==> config.mk <==
export PLATFORM = sky130hd
export DESIGN_NAME = lge_cell_rule
export DESIGN_NICKNAME = d
export VERILOG_FILES = /design/src/rtl/lge_pkg.sv /design/src/rtl/lge_cell_rule.sv
export SDC_FILE = /design/constraint.sdc
export NUM_CORES = 1
export LEC_CHECK = 0
export BUFFER_PORTS_ARGS = -buffer_cell sky130_fd_sc_hd__buf_2
export CAP_MARGIN = 0
export CELL_PAD_IN_SITES_DETAIL_PLACEMENT = 0
export CELL_PAD_IN_SITES_GLOBAL_PLACEMENT = 1
export CORE_AREA = 4 4 41 43
export DETAILED_ROUTE_END_ITERATION = 12
export DIE_AREA = 0 0 45 47
export GPL_TIMING_DRIVEN = 0
export MAX_ROUTING_LAYER = met4
export PLACE_DENSITY_LB_ADDON = 0.1
export SLEW_MARGIN = 20
export SYNTH_ARGS = -nofsm -noshare
export SYNTH_HDL_FRONTEND = slang
export SYNTH_SLANG_ARGS = --single-unit
==> constraint.sdc <==
create_clock -name vclk -period 6.6
set_input_delay 1.98 -clock vclk [all_inputs]
set_output_delay 1.98 -clock vclk [all_outputs]
set_load 0.05 [all_outputs]
==> src/rtl/lge_pkg.sv <==
// Shared types and constants of the life grid evolver.
`timescale 1ns / 1ps

package lge_pkg;

  localparam int unsigned REQ_W     = 2;
  localparam int unsigned COORD_W   = 6;
  localparam int unsigned SIZE_W    = 7;
  localparam int unsigned GEN_W     = 16;
  localparam int unsigned CFG_IDX_W = 1;
  localparam int unsigned CFG_DAT_W = 16;
  localparam int unsigned COUNT_W   = 4;

  localparam logic [CFG_IDX_W-1:0] CFG_GRID_SIZE = 1'b0;
  localparam logic [CFG_IDX_W-1:0] CFG_GEN_COUNT = 1'b1;

  localparam logic [SIZE_W-1:0] GRID_SIZE_RST = 7'd64;
  localparam logic [GEN_W-1:0]  GEN_COUNT_RST = 16'd1;

  localparam logic [COUNT_W-1:0] BIRTH_COUNT   = 4'd3;
  localparam logic [COUNT_W-1:0] SURVIVE_COUNT = 4'd2;

  typedef enum logic [REQ_W-1:0] {
    REQ_WRITE  = 2'd0,
    REQ_EVOLVE = 2'd1,
    REQ_READ   = 2'd2,
    REQ_NOP    = 2'd3
  } req_e;

  typedef enum logic [3:0] {
    S_IDLE,
    S_CELL_RD,
    S_CELL_USE,
    S_GEN_RD,
    S_GEN_LD,
    S_ROW_RD,
    S_ROW_LD,
    S_COMPUTE,
    S_ROW_WR,
    S_FINISH
  } state_e;

  // 3x3 window around one cell; bit 1 of mid is the cell itself.
  typedef struct packed {
    logic [2:0] up;
    logic [2:0] mid;
    logic [2:0] dn;
  } nbhd_t;

endpackage

==> src/rtl/lge_cell_rule.sv <==
// Neighbor count and B3/S23 decision for one cell.
`timescale 1ns / 1ps

module lge_cell_rule
  import lge_pkg::*;
(
  input  nbhd_t nbhd_i,
  output logic  alive_o
);

  logic [COUNT_W-1:0] count;

  always_comb begin
    count = COUNT_W'(nbhd_i.up[0]) + COUNT_W'(nbhd_i.up[1]) + COUNT_W'(nbhd_i.up[2])
          + COUNT_W'(nbhd_i.mid[0]) + COUNT_W'(nbhd_i.mid[2])
          + COUNT_W'(nbhd_i.dn[0]) + COUNT_W'(nbhd_i.dn[1]) + COUNT_W'(nbhd_i.dn[2]);
    alive_o = (count == BIRTH_COUNT) || ((count == SURVIVE_COUNT) && nbhd_i.mid[1]);
  end

endmodule
==> key figures <==
Run status
  • Status: finished, violations left
  • Failing checks: negative setup slack

Worst hold path
  • Worst hold stages: 4
  • WHS Endpoint: alive_o
  • Hold Path Origin: nbhd_i[4]
  • Hold Crit Class: primary input to output port

Power and ir drop
  • Total power after layout: between 50 and 60 uW
  • Peak supply drop: between 0.06 and 0.07 mV
  • Leak Pwr: about 0.16 nW
  • Power Dens Cells: roughly 170 nW/um^2

Critical path
  • Crit path required time: ~4.6 ns
  • Critical path class: primary input to output port
  • CP endpoint kind: output port
  • Critical Path AT: between 4 and 5 ns
  • Critical Path Start Type: primary input
  • Crit path max fanout: 2

Place
  • Placed cell count: 48
  • Worst slack at placement: -0.258 ns
  • Port-buffer cells: 10
  • Estimated wirelength of the detail-placed design: roughly 330 microns
  • Final Wtd Congestion: around 0.58

Yosys
  • Post-synth top area share: between 40% and 50%
  • Yosys Warn Count: 0
  • Yosys cell types: 7
  • Mapped Cells: 23
  • Post-Syn Area: about 190 sq um
  • Top cells by area, synth: fa_1 43%, inv_1 22%, ha_1 20%
  • Post-synthesis average cell area: 8.05 sq um
  • Synth cell count leaders: 11 x inv_1, 4 x fa_1, 3 x ha_1, 2 x a21oi_1
  • Most common cell in the netlist: inv_1
  • Mapped Nets: 39
  • Post-synthesis sequential area ratio: 0%
  • Biggest area consumer among synthesized cells: fa_1

Cells and area
  • Fillcell total: 161
  • Final #Nets: ~50
  • Area grow syn2layout: 61.5%
  • FF+latch area: 0 sq um
  • Final core utilization: approximately 23%
  • Layout cells sized above 1: between 50% and 60%
  • Layout Cells excl Fill: between 40 and 50
  • Inserted Diodes: 0
  • Layout sequential cell count: 0
  • Clk_buf instances: 0

Floorplanning
  • Die height: roughly 47 microns
  • # IOs: 10
  • Cell Rows: 13
  • Die X: ~45 microns
  • Initial Utilization: between 10% and 20%
  • Core ar.: ~1300 sq um
  • Die area: 2120 sq um

STA
  • Worst Max-Slew Pin Slew: 0.160 ns
  • Final Critical Period: approximately 6.6 ns
  • Final Hold Vio Count: 0
  • Post-layout worst setup margin: -0.00989 ns
  • Count of pins over their slew limit: 0
  • Fmax: approximately 0.15 GHz
  • Final setup fails: 1
  • Relative slew slack: between 80% and 90%
  • RSZ-0062 raised after global routing: yes
  • Final Cycle Share: 100%
  • Setup_tns: -0.00989 ns

GRT
  • Largest net degree at the start of global routing: 3
  • Total gr overflow: 0
  • First-pass GRT wire length: roughly 650 microns
  • Total global routing track utilization: 4.01%
  • Initial antenna violation count: 0
  • Vias in the first global route: 185

Routing
  • Wirelength per Cell: about 7.0 microns
  • Initial drt markers: 0
  • Highest metal used: met3
  • WL final: ~340 microns
  • Vias per inst: 3.46
  • Met2 Wirelength: ~180 microns
  • Post-route ant nets: 0
  • DRC viols: 0
  • DRT met1 WL: between 100 and 150 microns
  • WL met3: around 30 microns
  • Detailed Routing Iterations Pass 1: 1
  • Vias: 166

Clock tree
  • Post-CTS setup buffer count: 0

Run
  • Max_cap viols: 0
==> critical path: stages <==
cell     delay (ns)
buf_6          0.07
inv_4          0.03
fa_1           0.54
fa_1           0.42
fa_1           0.49
inv_1          0.04
ha_2           0.18
fa_2           0.33
or2_1          0.24
a21oi_4        0.13
buf_6          0.17
==> routing by layer <==
layer | GRT usage, % | vias up
met1 | 5.03 | 77
met4 | 0 | 0
met5 | - | -
met3 | 0.383 | 0
met2 | 7.34 | 4
li1 | - | 85
==> worst max-delay path by stage <==
| stage | start | end | cells after the start |
|---|---|---|---|
| 2_1_floorplan | nbhd_i[3] | alive_o | 9 |
| 3_5_place_dp | nbhd_i[3] | alive_o | 11 |
| 3_3_place_gp | nbhd_i[3] | alive_o | 11 |
| 6_report | nbhd_i[0] | alive_o | 11 |
| 5_1_grt | nbhd_i[0] | alive_o | 11 |
| 4_1_cts | nbhd_i[0] | alive_o | 11 |
==> cells in the final DEF (no fill, tap or decap), drive strengths merged <==
| cell | netlist | final |
|---|---|---|
| a21oi | 2 | 2 |
| buf | 0 | 10 |
| fa | 4 | 4 |
| ha | 3 | 3 |
| inv | 11 | 11 |
| nand3 | 1 | 1 |
| o21ai | 1 | 1 |
| or2 | 1 | 1 |
==> cell type report <==
| class | count | area [sq um] | area share [%] |
|---|---|---|---|
| Inverter | 11 | 51.3 | 17.2 |
| Tap cell | 15 | 18.8 | 6.28 |
| Timing Repair Buffer | 10 | 65.1 | 21.8 |
| Multi-Input combinational cell | 12 | 164 | 54.8 |
==> report_power, final <==
group	leakage (nW)	internal [mW]	switching, mW
clock network	0	0	0
logic	0.162	0.0230	0.0293
registers	0	0	0
==> per-stage QoR <==
step	cell area [sq um]	hold slack, ns
floorplan	209	4.24
global placement	278	4.49
detailed placement	278	4.49
CTS	297	4.38
global route	299	4.40
finish	299	4.37
==> kinds of logic after synthesis <==
logic type	share of synthesized area, %
AND/OR/NAND/NOR	6.08
adder cells (fa/ha/maj)	63.5
AO/OA/AOI/OAI	8.11
buffers and inverters	22.3
==> what timing repair did <==
action,CTS,global route
pin swaps,4,0
endpoints found under the setup margin,1,1
gates resized for setup,6,2
hold buffers,0,0
Note: power is estimated with default switching activity, not from simulation.
