[src/rtl/lge_ram.sv]
// Generic single-write, single-read RAM with registered read data.
`timescale 1ns / 1ps

module lge_ram #(
  parameter int unsigned WIDTH = 64,
  parameter int unsigned DEPTH = 64
) (
  input  logic                     clk_i,
  input  logic                     we_i,
  input  logic [$clog2(DEPTH)-1:0] waddr_i,
  input  logic [WIDTH-1:0]         wdata_i,
  input  logic [$clog2(DEPTH)-1:0] raddr_i,
  output logic [WIDTH-1:0]         rdata_o
);

  logic [WIDTH-1:0] mem_q [DEPTH];
  logic [WIDTH-1:0] rdata_q;

  always_ff @(posedge clk_i) begin
    if (we_i) begin
      mem_q[waddr_i] <= wdata_i;
    end
    rdata_q <= mem_q[raddr_i];
  end

  assign rdata_o = rdata_q;

endmodule

[config.mk]
export PLATFORM = sky130hd
export DESIGN_NAME = lge_ram
export DESIGN_NICKNAME = d
export VERILOG_FILES = /design/src/rtl/lge_ram.sv
export SDC_FILE = /design/constraint.sdc
export NUM_CORES = 2
export LEC_CHECK = 0
export BUFFER_PORTS_ARGS = -buffer_cell sky130_fd_sc_hd__buf_2
export CAP_MARGIN = 15
export CORE_AREA = 10 10 622 746
export CTS_CLUSTER_SIZE = 28
export DETAILED_ROUTE_END_ITERATION = 10
export DIE_AREA = 0 0 632 756
export HOLD_SLACK_MARGIN = 0.02
export PLACE_DENSITY = 0.58
export SYNTH_ARGS = -nofsm -noshare
export SYNTH_HDL_FRONTEND = slang
export SYNTH_SLANG_ARGS = --single-unit
[constraint.sdc]
create_clock -name clk_i -period 6.9 [get_ports clk_i]
set_input_delay 0 -clock clk_i [delete_from_list [all_inputs] [get_ports clk_i]]
set_output_delay 0 -clock clk_i [all_outputs]
set_load 0.01 [all_outputs]
==> summary.md <==
| Metric | Value |
|---|---|
| Status | `finished, final reports clean` |
| Critical path capture point type | `register` |
| Via/cell ratio | `5.61` |
| DP Worst Slack | `3.49 ns` |
| RSZ-0062 raised after global routing | `no` |
| Synthesized flop and latch total | `4160` |
| RePlAce Congestion | `0.762` |
| Post-Syn Instances | `6598` |
| Area grow syn2layout | `14.5%` |
| Post-synth cell types | `33` |
| Post-route DRC | `0` |
| Root buffer cell | `clkbuf_16` |
| Vias | `74900` |
| Seq/Total Area, Yosys | `79.5%` |
| CTS Sinks | `4160` |
| Hold Crit Class | `primary input to register` |
| Pin count of the biggest net entering global routing | `104` |
| Flop-to-flop setup slack | `4.56 ns` |
| Global-route wire length before repair | `617000 um` |
| DIE AREA | `478000 um^2` |
| Fillers | `39300` |
| Reg-to-reg startpoint | `mem_q[54][9]` |
| Top Ports | `142` |
| Initial Util | `34.8%` |
| Clock slew at reported path FFs | `0.07 ns` |
| CTS resizes | `0` |
| PD cells | `291 nW/um^2` |
| # rows | `270` |
| Clk_skew | `0.0720 ns` |
| Most frequent CP cell | `buf_4` |
| Setup TNS | `0 ns` |
| CP cell instances | `dlygate4sd3_1, buf_2, nor2b_1, nand3_1, nor2_4, buf_4, buf_4` |
| GRT overflow | `0` |
| Min Hold Slack | `0.0285 ns` |
| Vias in the first global route | `77000` |
| Netlist Area Pre-Place | `156000 um^2` |
| Max-cap check violation count | `0` |
| Drt total wl | `444000 um` |
| Worst Path Arrival | `3.67 ns` |
| Antenna violations before repair | `26` |
| Required time of the worst setup path | `7.40 ns` |
| Htree depth | `5` |
| Rel. slew slack | `16.7%` |
| Min cycle time layout | `3.16 ns` |
| Post-route cell area | `179000 um^2` |
| Final nets | `7120` |
| Clk buf depth | `4` |
| VDD IR max | `0.209 mV` |
| Area post-placement | `165000 um^2` |
| Total Routing Usage GR | `18.1%` |
| Die Ht | `756 um` |
| Area leader, netlist | `edfxtp_1` |
| Cts bufs inserted | `391` |
| Mapped Nets | `6676` |
| Ranking of synthesized cells by area | `edfxtp_1 79%, mux4_2 15%, mux2i_1 0.86%` |
| DRT iter0 DRCs | `8771` |
| Detailed placer's ending HPWL | `234000 um` |
| Worst setup SP type | `primary input` |
| CORE AREA | `449000 um^2` |
| Final hold violation count | `0` |
| FF-to-FF End | `rdata_o[9]` |
| Hold path startpoint | `wdata_i[40]` |
| Mapped Avg Cell Area | `23.7 um^2` |
| P_leak | `54.9 nW` |
| Slack of the critical path | `3.74 ns` |
| Skew-Pair Late Insertion Delay | `0.95 ns` |
| Setup violations, final | `0` |
| Slowest CP cell | `buf_4` |
| Die Width | `632 um` |
| DR pass1 iterations | `5` |
| Cells on Worst Hold Path | `2` |
| Path depth of the worst reg2reg path | `5` |
| Max stage delay on crit path | `0.76 ns` |
| PortBufs | `141` |
| Post-synth top area share | `78.7%` |
| Max-slew violations | `0` |
| Tot Pwr | `52.2 mW` |
| ANT nets after route | `0` |
| Critical path class | `primary input to register` |
| CP Max Fanout | `33` |
| Fmax | `0.316 GHz` |
| WHS Endpoint | `mem_q[30][40]` |
| Share of cells above drive strength 1 | `27.9%` |
| Synth warn | `0` |
| DR WL/cell | `33.2 um` |
| Period utilization | `45.8%` |
| Worst Tran Pin Value | `1.25 ns` |
| CTS tree | `yes` |
-- worst max-delay path: cells and delay by family --
family | cells | cell delay [ns]
buf+inv | 4 | 2.35
simple gates | 3 | 1.16
-- synthesized netlist by cell type --
| cell | number |
|---|---|
| edfxtp_1 | 4096 |
| mux4_2 | 1024 |
| buf_2 | 170 |
| a22oi_1 | 168 |
| clkbuf_1 | 140 |
| mux2i_1 | 135 |
| nor2_1 | 112 |
| a22o_1 | 88 |
| o22ai_1 | 83 |
| and3_1 | 64 |
| dfxtp_1 | 64 |
| a211oi_1 | 63 |
| nand2_1 | 58 |
| nand3_1 | 45 |
| o221ai_1 | 38 |
| buf_4 | 34 |
| or3_1 | 29 |
| nor2b_1 | 28 |
| or2_2 | 28 |
| a41oi_1 | 26 |
| buf_1 | 20 |
| a2bb2oi_1 | 19 |
| inv_1 | 19 |
| a31oi_1 | 18 |
| nand2b_1 | 11 |
| buf_6 | 6 |
| and2_1 | 3 |
| nand3b_1 | 2 |
| nand4_1 | 2 |
| nor3_1 | 2 |
| a31o_1 | 1 |
| nand4b_1 | 1 |
| or3b_2 | 1 |
-- worst max-delay path by stage --
stage / cells past startpoint / to / from / slack (ns)
6_report: 7 / mem_q[21][63] / waddr_i[2] / 3.74
5_1_grt: 7 / rdata_o[53] / raddr_i[1] / 3.75
4_1_cts: 7 / mem_q[37][33] / waddr_i[2] / 3.83
3_5_place_dp: 7 / rdata_o[9] / raddr_i[0] / 3.49
3_3_place_gp: 6 / mem_q[10][31] / we_i / 3.40
2_1_floorplan: 4 / mem_q[48][0] / waddr_i[3] / 1.46
-- final cells by class --
| cell class | count | area (um^2) | area share [%] |
|---|---|---|---|
| diodes | 12 | 30.0 | 0.0168 |
| flip-flops and latches | 4160 | 124000 | 69.4 |
| multi-input cells | 2049 | 30800 | 17.2 |
| well taps | 5984 | 7490 | 4.18 |
| clock buffers | 481 | 10400 | 5.82 |
| repair buffers | 421 | 3620 | 2.02 |
| clock inverters | 234 | 2320 | 1.30 |
| inverters | 19 | 71.3 | 0.0398 |
-- cell usage in the layout, fill, tap and decap left out, types with 29 or more instances in the layout --
cell type	Yosys	final
clkbuf_16	0	399
or3_1	29	29
edfxtp_1	4096	4096
a22o_1	88	88
nand2_1	58	55
buf_4	34	159
mux2i_1	135	135
clkbuf_1	140	70
a22oi_1	168	168
nor2_1	112	47
and3_1	64	64
nand3_1	45	45
nor2_4	0	65
dfxtp_1	64	64
dlygate4sd3_1	0	74
o22ai_1	83	83
buf_2	170	138
a211oi_1	63	62
bufinv_16	0	40
clkinv_1	0	73
clkinv_2	0	81
buf_12	0	48
mux4_2	1024	1024
o221ai_1	38	38
-- where the power goes --
part           internal [mW]  switching [mW]  total [mW]  leakage [nW]
logic                  0.898            1.54        2.44          11.3
registers               28.0           0.136        28.1          37.4
clock network           12.2            9.36        21.6          6.22
-- registers in the layout, summed over array words and instances (netlist names) --
register and cells:
rdata_o 64, mem_q 4096
-- per-layer routing --
metal | up-vias | wire (um) | GRT usage [%]
met2 | 3343 | 225000 | 31.3
met3 | 703 | 32500 | 2.71
met4 | 8 | 14400 | 5.43
met1 | 41500 | 171000 | 23.8
li1 | 29400 | - | -
met5 | - | 53 | 0
-- per-stage QoR --
| stage | std cells | util, % |
|---|---|---|
| 6_report | 13400 | 39.8 |
| 2_1_floorplan | 6598 | - |
| 4_1_cts | 13300 | 39.8 |
| 3_5_place_dp | 12600 | 36.8 |
| 5_1_grt | 13400 | 39.8 |
| 3_3_place_gp | 12600 | 36.8 |
-- repair_timing --
item / in CTS / in global routing
buffers inserted: 0 / 0
hold buffers: 70 / 4
setup endpoints to repair: 0 / 0
endpoints found under the hold margin: 4267 / 32
-- logic make-up after synthesis --
family	synth area share, %
buffers and inverters	1.18
AO/OA/AOI/OAI	2.48
multiplexers	15.6
AND/OR/NAND/NOR	1.24
flip-flops	79.5
Note: power is estimated with default switching activity, not from simulation.
